File: config.mk
export PLATFORM = sky130hd
export DESIGN_NAME = mandelbrot_escape_time_flat
export DESIGN_NICKNAME = d
export VERILOG_FILES = /design/src/design/mbe_pkg.sv /design/src/design/mbe_if.sv /design/src/design/mandelbrot_escape_time.sv /design/src/flat_wrapper.sv
export VERILOG_INCLUDE_DIRS = /design/src /design/src/design
export SDC_FILE = /design/constraint.sdc
export NUM_CORES = 2
export LEC_CHECK = 0
export BUFFER_PORTS_ARGS = -buffer_cell sky130_fd_sc_hd__buf_4
export CAP_MARGIN = 20
export CELL_PAD_IN_SITES_DETAIL_PLACEMENT = 1
export CELL_PAD_IN_SITES_GLOBAL_PLACEMENT = 1
export CORE_MARGIN = 1
export CORE_UTILIZATION = 40
export CTS_CLUSTER_DIAMETER = 50
export DETAILED_ROUTE_END_ITERATION = 8
export PLACE_DENSITY_LB_ADDON = 0.1
export SYNTH_ARGS = -nofsm -noshare
export SYNTH_HDL_FRONTEND = slang
export SYNTH_SLANG_ARGS = --single-unit
File: constraint.sdc
create_clock -name clk -period 21.4 [get_ports clk]
set_clock_uncertainty 0.05 [all_clocks]
set_input_delay 0 -clock clk [delete_from_list [all_inputs] [get_ports clk]]
set_output_delay 0 -clock clk [all_outputs]
set_load 0.05 [all_outputs]
File: src/design/assert_macros.svh
// Assertion macros shared by the design files.
`ifndef ASSERT_MACROS_SVH
`define ASSERT_MACROS_SVH

// Same-cycle implication, checked at every rising clock edge outside reset.
`define ASSERT_IMPLIES(lbl, clk, rst_n, ante, cons) \
    lbl: assert property (@(posedge clk) disable iff (!rst_n) (ante) |-> (cons)) \
        else $error("assertion failed: same-cycle implication");

// Next-cycle implication, checked at every rising clock edge outside reset.
`define ASSERT_NEXT(lbl, clk, rst_n, ante, cons) \
    lbl: assert property (@(posedge clk) disable iff (!rst_n) (ante) |=> (cons)) \
        else $error("assertion failed: next-cycle implication");

`endif

File: src/design/mbe_pkg.sv
// Types and constants of the Mandelbrot escape-time block.
package mbe_pkg;

    // Field widths fixed by the interface.
    localparam int COORD_W  = 32;
    localparam int ITER_W   = 16;
    localparam int BRIGHT_W = 8;

    // Width of one operand slice of the shared multiplier.
    localparam int LIMB_W = 32;

    // Register reset value and brightness ceiling.
    localparam logic [ITER_W-1:0]   MAX_ITER_RESET = 16'd5000;
    localparam logic [BRIGHT_W-1:0] BRIGHT_MAX     = 8'd255;

    // Sequencer states.
    typedef enum logic [2:0] {
        S_IDLE,
        S_MUL_XY,
        S_UPDATE,
        S_MAGN,
        S_MUL_XX,
        S_MUL_YY,
        S_TEST,
        S_DONE
    } state_t;

endpackage

File: src/design/mbe_if.sv
// Handshake channels of the Mandelbrot escape-time block.

// Point channel: one complex point c per item.
interface mbe_in_if;
    logic                                valid;
    logic                                ready;
    logic signed [mbe_pkg::COORD_W-1:0]  c_real;
    logic signed [mbe_pkg::COORD_W-1:0]  c_imag;

    modport source (output valid, output c_real, output c_imag, input ready);
    modport sink   (input valid, input c_real, input c_imag, output ready);
endinterface

// Result channel: membership flag and brightness per item.
interface mbe_out_if;
    logic                                valid;
    logic                                ready;
    logic                                in_set;
    logic [mbe_pkg::BRIGHT_W-1:0]        brightness;

    modport source (output valid, output in_set, output brightness, input ready);
    modport sink   (input valid, input in_set, input brightness, output ready);
endinterface

// Configuration channel: writes the iteration limit.
interface mbe_cfg_if;
    logic                                valid;
    logic                                ready;
    logic [mbe_pkg::ITER_W-1:0]          max_iterations;

    modport source (output valid, output max_iterations, input ready);
    modport sink   (input valid, input max_iterations, output ready);
endinterface

File: src/design/mandelbrot_escape_time.sv
// Mandelbrot escape-time engine: iterates z = z*z + c for one point at a time.
//
// Each point iterates z = z*z + c from z = 0 until |z|^2 > 4 or max_iterations
// iterations have run, then returns in_set and a brightness count saturated at
// 255. All arithmetic is exact two's complement fixed point with FRAC_BITS
// fraction bits. One 32x32 multiplier is shared by the three products of an
// iteration (x*y, x*x, y*y), each taken in NL*NL slices whose registered
// products are accumulated, where NL = ceil((max(FRAC_BITS+3, 32)) / 32);
// separate states form the new z (UPDATE), its magnitudes (MAGN) and the
// escape test (TEST). The block takes no new point while one is in progress;
// a finished result waits in the output register, and the next point is
// accepted meanwhile.
`include "assert_macros.svh"

module mandelbrot_escape_time #(
    parameter int FRAC_BITS   = 28,
    parameter int COUNT_WIDTH = 16
) (
    input  logic       clk,
    input  logic       rst_n,
    mbe_in_if.sink     point,
    mbe_out_if.source  result,
    mbe_cfg_if.sink    cfg
);

    // Widths: z parts, their magnitudes, slices and exact squares.
    localparam int ZW    = (FRAC_BITS + 4 > 33) ? FRAC_BITS + 4 : 33;
    localparam int MW    = ZW - 1;
    localparam int LW    = mbe_pkg::LIMB_W;
    localparam int NL    = (MW + LW - 1) / LW;
    localparam int PW    = NL * LW;
    localparam int SQW   = 2 * MW;
    localparam int ACW   = 2 * PW;
    localparam int LIW   = (NL > 1) ? $clog2(NL) : 1;
    localparam int SHW   = (NL > 1) ? $clog2(2 * NL - 1) : 1;
    localparam logic [SQW:0] ESC_LIMIT = (SQW + 1)'(1) << (2 * FRAC_BITS + 2);

    // Control registers.
    mbe_pkg::state_t            state_reg, state_next;
    logic                       out_vld_reg, out_vld_next;
    logic [mbe_pkg::ITER_W-1:0] max_iter_reg, max_iter_next;
    logic [LIW-1:0]             li_reg, li_next;
    logic [LIW-1:0]             lj_reg, lj_next;
    logic                       pp_vld_reg, pp_vld_next;
    logic                       pp_last_reg, pp_last_next;
    logic                       issue_done_reg, issue_done_next;
    logic [ACW-1:0]             acc_reg, acc_next;

    // Payload registers.
    logic signed [mbe_pkg::COORD_W-1:0] c_re_reg, c_re_next;
    logic signed [mbe_pkg::COORD_W-1:0] c_im_reg, c_im_next;
    logic [MW-1:0]                      xm_reg, xm_next;
    logic [MW-1:0]                      ym_reg, ym_next;
    logic                               neg_reg, neg_next;
    logic [SQW-1:0]                     sqx_reg, sqx_next;
    logic [SQW-1:0]                     sqy_reg, sqy_next;
    logic [SQW-1:0]                     prod_reg, prod_next;
    logic signed [ZW-1:0]               nx_reg, nx_next;
    logic signed [ZW-1:0]               ny_reg, ny_next;
    logic [2*LW-1:0]                    pp_reg, pp_next;
    logic [SHW-1:0]                     pp_sh_reg, pp_sh_next;
    logic [COUNT_WIDTH-1:0]             count_reg, count_next;
    logic [mbe_pkg::BRIGHT_W-1:0]       bright_reg, bright_next;
    logic                               res_set_reg, res_set_next;
    logic                               out_set_reg, out_set_next;
    logic [mbe_pkg::BRIGHT_W-1:0]       out_bright_reg, out_bright_next;

    // Decoded control.
    logic                   accept;
    logic                   mul_active;
    logic                   busy;
    logic                   out_load;
    logic                   issue;
    logic                   last_slice;
    logic                   escape;
    logic                   last_iter;
    logic [COUNT_WIDTH-1:0] limit;
    logic [COUNT_WIDTH-1:0] count_inc;

    // Datapath intermediates.
    logic [MW-1:0]          op_a;
    logic [MW-1:0]          op_b;
    logic [PW-1:0]          op_a_pad;
    logic [PW-1:0]          op_b_pad;
    logic [ACW-1:0]         acc_sum;
    logic signed [SQW:0]    re_diff;
    logic signed [SQW:0]    re_shift;
    logic signed [SQW+1:0]  im_prod;
    logic signed [SQW+1:0]  im_shift;
    logic [SQW:0]           mag_sum;

    assign limit     = COUNT_WIDTH'(max_iter_reg);
    assign count_inc = count_reg + 1'b1;
    assign mag_sum   = {1'b0, sqx_reg} + {1'b0, sqy_reg};
    assign escape    = mag_sum > ESC_LIMIT;
    assign last_iter = (count_inc == limit);
    assign last_slice = (li_reg == LIW'(NL - 1)) && (lj_reg == LIW'(NL - 1));

    // Next state.
    always_comb
    begin
        state_next = state_reg;
        case (state_reg)
            mbe_pkg::S_IDLE:
            begin
                if (point.valid)
                begin
                    state_next = (limit == '0) ? mbe_pkg::S_DONE : mbe_pkg::S_MUL_XY;
                end
            end
            mbe_pkg::S_MUL_XY:
            begin
                if (pp_last_reg)
                begin
                    state_next = mbe_pkg::S_UPDATE;
                end
            end
            mbe_pkg::S_UPDATE:
            begin
                state_next = mbe_pkg::S_MAGN;
            end
            mbe_pkg::S_MAGN:
            begin
                state_next = mbe_pkg::S_MUL_XX;
            end
            mbe_pkg::S_MUL_XX:
            begin
                if (pp_last_reg)
                begin
                    state_next = mbe_pkg::S_MUL_YY;
                end
            end
            mbe_pkg::S_MUL_YY:
            begin
                if (pp_last_reg)
                begin
                    state_next = mbe_pkg::S_TEST;
                end
            end
            mbe_pkg::S_TEST:
            begin
                state_next = (escape || last_iter) ? mbe_pkg::S_DONE : mbe_pkg::S_MUL_XY;
            end
            mbe_pkg::S_DONE:
            begin
                if (!out_vld_reg || result.ready)
                begin
                    state_next = mbe_pkg::S_IDLE;
                end
            end
            default:
            begin
                state_next = mbe_pkg::S_IDLE;
            end
        endcase
    end

    // Outputs of the sequencer.
    always_comb
    begin
        point.ready = 1'b0;
        mul_active  = 1'b0;
        busy        = 1'b1;
        out_load    = 1'b0;
        op_a        = xm_reg;
        op_b        = ym_reg;
        case (state_reg)
            mbe_pkg::S_IDLE:
            begin
                point.ready = 1'b1;
                busy        = 1'b0;
            end
            mbe_pkg::S_MUL_XY:
            begin
                mul_active = 1'b1;
            end
            mbe_pkg::S_MUL_XX:
            begin
                mul_active = 1'b1;
                op_b       = xm_reg;
            end
            mbe_pkg::S_MUL_YY:
            begin
                mul_active = 1'b1;
                op_a       = ym_reg;
            end
            mbe_pkg::S_DONE:
            begin
                busy     = 1'b0;
                out_load = !out_vld_reg || result.ready;
            end
            default:
            begin
                busy = 1'b1;
            end
        endcase
    end

    assign accept = point.valid && point.ready;
    assign issue  = mul_active && !issue_done_reg;

    // Shared multiplier: a slice product per cycle when issuing, added next cycle.
    assign op_a_pad = PW'(op_a);
    assign op_b_pad = PW'(op_b);
    assign acc_sum  = acc_reg + (pp_vld_reg ? (ACW'(pp_reg) << (LW * pp_sh_reg)) : '0);

    always_comb
    begin
        pp_next         = op_a_pad[li_reg*LW +: LW] * op_b_pad[lj_reg*LW +: LW];
        pp_sh_next      = SHW'(li_reg) + SHW'(lj_reg);
        pp_vld_next     = issue;
        pp_last_next    = issue && last_slice;
        li_next         = li_reg;
        lj_next         = lj_reg;
        issue_done_next = issue_done_reg;
        acc_next        = acc_sum;
        if (issue)
        begin
            if (li_reg == LIW'(NL - 1))
            begin
                li_next = '0;
                lj_next = lj_reg + 1'b1;
            end
            else
            begin
                li_next = li_reg + 1'b1;
            end
            if (last_slice)
            begin
                issue_done_next = 1'b1;
                lj_next         = '0;
            end
        end
        if (pp_last_reg)
        begin
            acc_next        = '0;
            issue_done_next = 1'b0;
        end
    end

    // New z: floor-shifted real and imaginary parts plus c.
    assign re_diff  = {1'b0, sqx_reg} - {1'b0, sqy_reg};
    assign re_shift = re_diff >>> FRAC_BITS;
    assign im_prod  = neg_reg ? -$signed({1'b0, prod_reg, 1'b0}) : $signed({1'b0, prod_reg, 1'b0});
    assign im_shift = im_prod >>> FRAC_BITS;

    // Iteration datapath.
    always_comb
    begin
        c_re_next       = c_re_reg;
        c_im_next       = c_im_reg;
        xm_next         = xm_reg;
        ym_next         = ym_reg;
        neg_next        = neg_reg;
        sqx_next        = sqx_reg;
        sqy_next        = sqy_reg;
        prod_next       = prod_reg;
        nx_next         = nx_reg;
        ny_next         = ny_reg;
        count_next      = count_reg;
        bright_next     = bright_reg;
        res_set_next    = res_set_reg;
        out_set_next    = out_set_reg;
        out_bright_next = out_bright_reg;

        // A new point starts from z = 0.
        if (accept)
        begin
            c_re_next    = point.c_real;
            c_im_next    = point.c_imag;
            xm_next      = '0;
            ym_next      = '0;
            neg_next     = 1'b0;
            sqx_next     = '0;
            sqy_next     = '0;
            count_next   = '0;
            bright_next  = '0;
            res_set_next = 1'b1;
        end

        // Finished products land in their destination.
        if (pp_last_reg)
        begin
            case (state_reg)
                mbe_pkg::S_MUL_XY: prod_next = acc_sum[SQW-1:0];
                mbe_pkg::S_MUL_XX: sqx_next  = acc_sum[SQW-1:0];
                mbe_pkg::S_MUL_YY: sqy_next  = acc_sum[SQW-1:0];
                default:           prod_next = prod_reg;
            endcase
        end

        if (state_reg == mbe_pkg::S_UPDATE)
        begin
            nx_next = re_shift[ZW-1:0] + ZW'(c_re_reg);
            ny_next = im_shift[ZW-1:0] + ZW'(c_im_reg);
        end

        if (state_reg == mbe_pkg::S_MAGN)
        begin
            xm_next  = nx_reg[ZW-1] ? MW'(-nx_reg) : MW'(nx_reg);
            ym_next  = ny_reg[ZW-1] ? MW'(-ny_reg) : MW'(ny_reg);
            neg_next = nx_reg[ZW-1] ^ ny_reg[ZW-1];
        end

        // Count the iteration and check for escape.
        if (state_reg == mbe_pkg::S_TEST)
        begin
            count_next = count_inc;
            if (bright_reg != mbe_pkg::BRIGHT_MAX)
            begin
                bright_next = bright_reg + 1'b1;
            end
            res_set_next = !escape;
        end

        if (out_load)
        begin
            out_set_next    = res_set_reg;
            out_bright_next = bright_reg;
        end
    end

    // Output handshake and configuration.
    always_comb
    begin
        out_vld_next  = out_vld_reg;
        max_iter_next = max_iter_reg;
        if (result.ready)
        begin
            out_vld_next = 1'b0;
        end
        if (out_load)
        begin
            out_vld_next = 1'b1;
        end
        if (cfg.valid)
        begin
            max_iter_next = cfg.max_iterations;
        end
    end

    assign cfg.ready         = 1'b1;
    assign result.valid      = out_vld_reg;
    assign result.in_set     = out_set_reg;
    assign result.brightness = out_bright_reg;

    // Control state.
    always_ff @(posedge clk or negedge rst_n)
    begin
        if (!rst_n)
        begin
            state_reg      <= mbe_pkg::S_IDLE;
            out_vld_reg    <= 1'b0;
            max_iter_reg   <= mbe_pkg::MAX_ITER_RESET;
            li_reg         <= '0;
            lj_reg         <= '0;
            pp_vld_reg     <= 1'b0;
            pp_last_reg    <= 1'b0;
            issue_done_reg <= 1'b0;
            acc_reg        <= '0;
        end
        else
        begin
            state_reg      <= state_next;
            out_vld_reg    <= out_vld_next;
            max_iter_reg   <= max_iter_next;
            li_reg         <= li_next;
            lj_reg         <= lj_next;
            pp_vld_reg     <= pp_vld_next;
            pp_last_reg    <= pp_last_next;
            issue_done_reg <= issue_done_next;
            acc_reg        <= acc_next;
        end
    end

    // Payload registers.
    always_ff @(posedge clk)
    begin
        c_re_reg       <= c_re_next;
        c_im_reg       <= c_im_next;
        xm_reg         <= xm_next;
        ym_reg         <= ym_next;
        neg_reg        <= neg_next;
        sqx_reg        <= sqx_next;
        sqy_reg        <= sqy_next;
        prod_reg       <= prod_next;
        nx_reg         <= nx_next;
        ny_reg         <= ny_next;
        pp_reg         <= pp_next;
        pp_sh_reg      <= pp_sh_next;
        count_reg      <= count_next;
        bright_reg     <= bright_next;
        res_set_reg    <= res_set_next;
        out_set_reg    <= out_set_next;
        out_bright_reg <= out_bright_next;
    end

    // Checks on the sequencer and the shared multiplier.
    `ASSERT_IMPLIES(a_count_below_limit, clk, rst_n, busy, count_reg < limit)
    `ASSERT_IMPLIES(a_bright_tracks_count, clk, rst_n, busy && (count_reg < COUNT_WIDTH'(mbe_pkg::BRIGHT_MAX)), bright_reg == mbe_pkg::BRIGHT_W'(count_reg))
    `ASSERT_IMPLIES(a_acc_clear_at_square, clk, rst_n, (state_reg == mbe_pkg::S_MUL_XX) && ($past(state_reg) != mbe_pkg::S_MUL_XX), acc_reg == '0)
    `ASSERT_NEXT(a_busy_after_accept, clk, rst_n, accept, !point.ready)

endmodule

File: src/flat_wrapper.sv
// flat-port wrapper written by rule: the top's interface ports become plain ports
module mandelbrot_escape_time_flat 
#(
    parameter int FRAC_BITS   = 28,
    parameter int COUNT_WIDTH = 16
)
  (clk, rst_n, point_valid, point_c_real, point_c_imag, point_ready, result_valid, result_in_set, result_brightness, result_ready, cfg_valid, cfg_max_iterations, cfg_ready);
  mbe_in_if point_i ();
  mbe_out_if result_i ();
  mbe_cfg_if cfg_i ();
  input  logic clk;
  input  logic rst_n;
  input wire logic [$bits(point_i.valid)-1:0] point_valid;
  input wire logic [$bits(point_i.c_real)-1:0] point_c_real;
  input wire logic [$bits(point_i.c_imag)-1:0] point_c_imag;
  output wire logic [$bits(point_i.ready)-1:0] point_ready;
  output wire logic [$bits(result_i.valid)-1:0] result_valid;
  output wire logic [$bits(result_i.in_set)-1:0] result_in_set;
  output wire logic [$bits(result_i.brightness)-1:0] result_brightness;
  input wire logic [$bits(result_i.ready)-1:0] result_ready;
  input wire logic [$bits(cfg_i.valid)-1:0] cfg_valid;
  input wire logic [$bits(cfg_i.max_iterations)-1:0] cfg_max_iterations;
  output wire logic [$bits(cfg_i.ready)-1:0] cfg_ready;
  assign point_i.valid = point_valid;
  assign point_i.c_real = point_c_real;
  assign point_i.c_imag = point_c_imag;
  assign point_ready = point_i.ready;
  assign result_valid = result_i.valid;
  assign result_in_set = result_i.in_set;
  assign result_brightness = result_i.brightness;
  assign result_i.ready = result_ready;
  assign cfg_i.valid = cfg_valid;
  assign cfg_i.max_iterations = cfg_max_iterations;
  assign cfg_ready = cfg_i.ready;
  mandelbrot_escape_time #(.FRAC_BITS(FRAC_BITS), .COUNT_WIDTH(COUNT_WIDTH)) u_core (.clk(clk), .rst_n(rst_n), .point(point_i), .result(result_i), .cfg(cfg_i));
endmodule
After elaboration in Yosys (flattened, before gate mapping) --
Cells that the tools add are included.
Word-level totals: input bits 85, output and inout bits 12, flip-flop bits (word level) 571
Operators by class: shift-type cells 3, equal/unequal tests 15, mux-type cells 44, magnitude comparators 1, multiply operators 1, bitwise logic cells 3, reduce and logical (&&, ||, !) cells 21, $add $sub $neg 13
Operator list (number):
- $mux W64 | 8
- $mux W32 | 7
- $add A33 B33 Y33 | 2
- $add A64 B64 Y65 | 1
- $gt A65 B59 Y1 const B | 1
- $add A64 B64 Y64 | 1
- $mul A32 B32 Y64 | 1
- $neg A32 Y32 | 2
- $shiftx A32 B7 Y32 | 2
- $shl A64 B6 Y64 | 1
- $mux W61 | 1
- $neg A61 Y61 | 1
- $sub A61 B61 Y61 | 1
- $mux W16 | 2
- $mux W8 | 3
- $pmux W3 S8 | 1
- $mux W3 | 7
- $add A16 B1 Y16 const B | 1
- $eq A16 B16 Y1 | 1
- $logic_not A16 Y1 | 1
- $mux W1 | 15
- $eq A3 B3 Y1 const B | 4
- $reduce_bool A2 Y1 | 5
- $add A8 B1 Y8 const B | 1
- 16 further kinds | 31

Logic depth before layout (Yosys ltp) --
depth after elaboration 6, mapped depth 37, gate-level depth less buffers 31

Worst setup path after synthesis --
OpenSTA, ideal clock, no wires.
path kind register to register, start point reg u_core.state_reg[1], end point reg u_core.pp_reg[56], period minus slack after synthesis 9.643 ns, slack 11.757 ns, required time 21.278 ns, library setup time 0.072 ns, arrival time 9.522 ns, cell stages (with the launch flop) 35, cells stage by stage dfrtp_1 > clkbuf_1 > nand2b_1 > or2_2 > clkbuf_1 > clkbuf_1 > buf_1 > mux2i_1 > clkbuf_1 > nor2_1 > fa_1 > inv_1 > fa_1 > fa_1 > fa_1 > inv_1 > fa_1 > inv_1 > fa_1 > inv_1 > fa_1 > fa_1 > ha_1 > o21ai_0 > o21a_1 > o41ai_1 > o211ai_1 > a221oi_1 > a221o_1 > a41oi_1 > a31o_2 > a21oi_1 > a21oi_1 > o21ai_0 > xor2_1
On the way: word-level cells in the longest chain between the ends 4, elaborated cells on any way between the ends 7, classes of those cells mul (1); eq/ne (2); shift (2); mux (2)
RTL lines:
- start: declaration | line mandelbrot_escape_time.sv:39 | mbe_pkg::state_t state_reg, state_next;
- start signal: assignment | line mandelbrot_escape_time.sv:352 | state_reg <= mbe_pkg::S_IDLE;
- start signal: assignment | line mandelbrot_escape_time.sv:364 | state_reg <= state_next;
- $eq A3 B3 Y1 | line mandelbrot_escape_time.sv:167 | case (state_reg)
- $mux W32 | line mandelbrot_escape_time.sv:167
- $shiftx A32 B7 Y32 | line mandelbrot_escape_time.sv:209 | pp_next = op_a_pad[li_reg*LW +: LW] * op_b_pad[lj_reg*LW +: LW];
- $mul A32 B32 Y64 * | line mandelbrot_escape_time.sv:209
- via u_core.pp_next[56] | line mandelbrot_escape_time.sv:60 | logic [2*LW-1:0] pp_reg, pp_next;
- end signal: assignment | line mandelbrot_escape_time.sv:389 | pp_reg <= pp_next;
- end: declaration | line mandelbrot_escape_time.sv:60
Mark *: on every way through the listed nets, which the timed path passes. The rest lies on a longest branch. A chain may end at the register's enable or synchronous reset.

Final worst setup path --
start point reg u_core.state_reg[2], end point reg u_core.pp_reg[56]
Same word-level chain as after synthesis.

==> metrics.txt <==
outcome completed; gr usage total 29.3%; maxcap violations 0; share of cells above drive strength 1 7.03%; crit-path max FO 33; first-pass GRT wire length 371 mm; WL met1 107 mm; initial core utilization 40.3%; Max Slew Vio Count 0; CP endpoint kind flip-flop; CTS H-tree depth 3; CP Launch Type flip-flop; Gate Count Post-Synth 7175; synthesis-to-finish area growth 11.9%; total gr overflow 0; Post-DP HPWL 192 mm; post-synthesis register bit count 568; Peak Freq 0.0859 GHz; CTS buffer count 74; highest routed layer met5; Final Critical Period 11.64 ns; met2 WL post-DR 116 mm; Post-DRT Antenna Nets 0; Post-synth EDFFs 281; library cells used by synthesis 85; fin crit share 54.4%; worst skew pair latency 0.69 ns; Clock transition at path regs 0.06 ns; die width 410 microns; Synth Net Count 8678; NumNets Final 8843; synth warn 0; Hold WC Path Type in -> reg; CTS sink cnt 568; largest net degree at the start of global routing 67; CTS tree built; die area 0.168 sq mm; Hold Path Stages 4; Cell Area, Synth 0.0665 sq mm; path type of the worst setup path reg -> reg; worst slew pin tran 1.21 ns; drt total wl 244 mm; Final Hold Viols 0; initial antenna violation count 8; met3 WL 10.8 mm; RSZ-0062 raised after global routing false; Setup violations, final 0; largest area contributor in the netlist fa_1; relative slew slack 18.8%; slowest stage delay, CP 0.87 ns; Chip Height 410 microns; Root Buffer clkbuf_16; clk buf depth 3; Rows 149; syn avg cell area 9.27 sq um; core area 0.165 sq mm; vias in the first global route 58.3k; vias per cell 5.56; area share of the largest cell type after synthesis 27.1%; Synth Flop Type edfxtp_1; routed len/inst 25.4 microns; # IOs 97; final RePlAce weighted congestion 0.956; post-synthesis sequential area ratio 22.0%; cell depth of the worst flop-to-flop path 32; Starting DRT DRC Count 3274; Critical-path top delay cell mux2_1; via count 53.4k; CP required 21.96 ns; Synth async-reset ratio 15.3%; CP dominant cell by count fa_1; DRC viols 0; crit path DAT 12.21 ns; Synth area leaders fa_1 (27%), edfxtp_1 (13%), ha_1 (9.7%); setup TNS 0 ns; R2R Setup Slk 9.76 ns; Initial DRT Pass Iterations 5; IO buf count 95
==> area by class of cell <==
class                      instances  area, sq um
multi-input combinational       5272        47200
antenna                            2         5.00
clock inverter                    48          623
sequential                       568        14600
tap                             2189         2740
inverter                        1041         3910
timing repair buffer             383         3320
fill                           18800        90600
clock buffer                      90         2020
==> final timing paths <==
kind | endpoint | startpoint
setup / recovery | u_core.pp_reg[56] | u_core.state_reg[2]
hold / removal | u_core.result.valid | result_ready
setup reg to reg | u_core.pp_reg[56] | u_core.state_reg[2]
max in group asynchronous | u_core.limit[6] | rst_n
min in group asynchronous | u_core.acc_reg[14] | rst_n
hold reg to reg | u_core.pp_vld_reg | u_core.issue_done_reg
==> timing repair <==
item / in CTS / in global routing
hold buffers: 176 / 0
resized for setup: 0 / 0
buffers inserted: 0 / 0
endpoints found under the hold margin: 168 / 0
==> cell families (layout without fill, tap and decap cells) <==
group	after synthesis	in the layout	synth area share (%)
simple gates	2216	2216	14.9
fa+ha+maj	1418	1418	36.8
buf+inv	1335	1562	7.54
compound gates	1138	1138	11.7
flops	568	568	22.0
xor+xnor	339	339	4.46
mux	160	160	2.56
other cells	1	3	0.00564
==> placed cells by master (no fill, tap or decap), types with 132 or more instances in the layout <==
cell type / n
edfxtp_1: 281
buf_4: 203
nand2_1: 614
dlygate4sd3_1: 175
o21ai_0: 181
and2_1: 136
nor2_1: 938
a21oi_1: 272
inv_1: 1040
fa_1: 900
xnor2_1: 207
dfxtp_1: 200
ha_1: 518
xor2_1: 132
==> through the flow <==
step	instance area (sq um)	setup slack [ns]	hold slack, ns	utilization (%)	std cells
after floorplan	66500	11.76	-0.346	-	7175
after global placement	70000	10.11	-0.0325	42.4	9272
after detailed placement	70000	9.92	-0.0317	42.4	9277
after CTS	74400	9.82	0.110	45.1	9591
after global routing	74400	9.34	0.162	45.1	9591
final	74400	9.76	0.160	45.1	9593
==> Yosys cell counts (104+ instances only) <==
master	n
dfxtp_1	200
fa_1	900
clkbuf_1	272
nor2_1	941
and2_1	137
a22o_1	121
ha_1	518
a21o_1	104
xnor2_1	207
nand2_1	615
edfxtp_1	281
inv_1	1040
a21oi_1	272
o21ai_0	181
xor2_1	132
==> routing by layer <==
layer	track usage [%]	up-vias
li1	-	23900
met1	39.0	27700
met2	49.2	1324
met3	2.99	366
met4	11.0	6
met5	0	-
==> worst max-delay path, delay by kind of cell, from the launching register on <==
| kind | cells | cell delay [ns] |
|---|---|---|
| AND/OR/NAND/NOR | 2 | 0.29 |
| XOR/XNOR | 1 | 0.17 |
| multiplexers | 1 | 0.87 |
| AO/OA/AOI/OAI | 11 | 3.50 |
| flip-flops | 1 | 0.60 |
| buffers and inverters | 8 | 1.70 |
| adder cells (fa/ha/maj) | 9 | 4.23 |
Power is not shown: default switching activity piles up to over one toggle a cycle in this logic, so the estimate is an artifact.
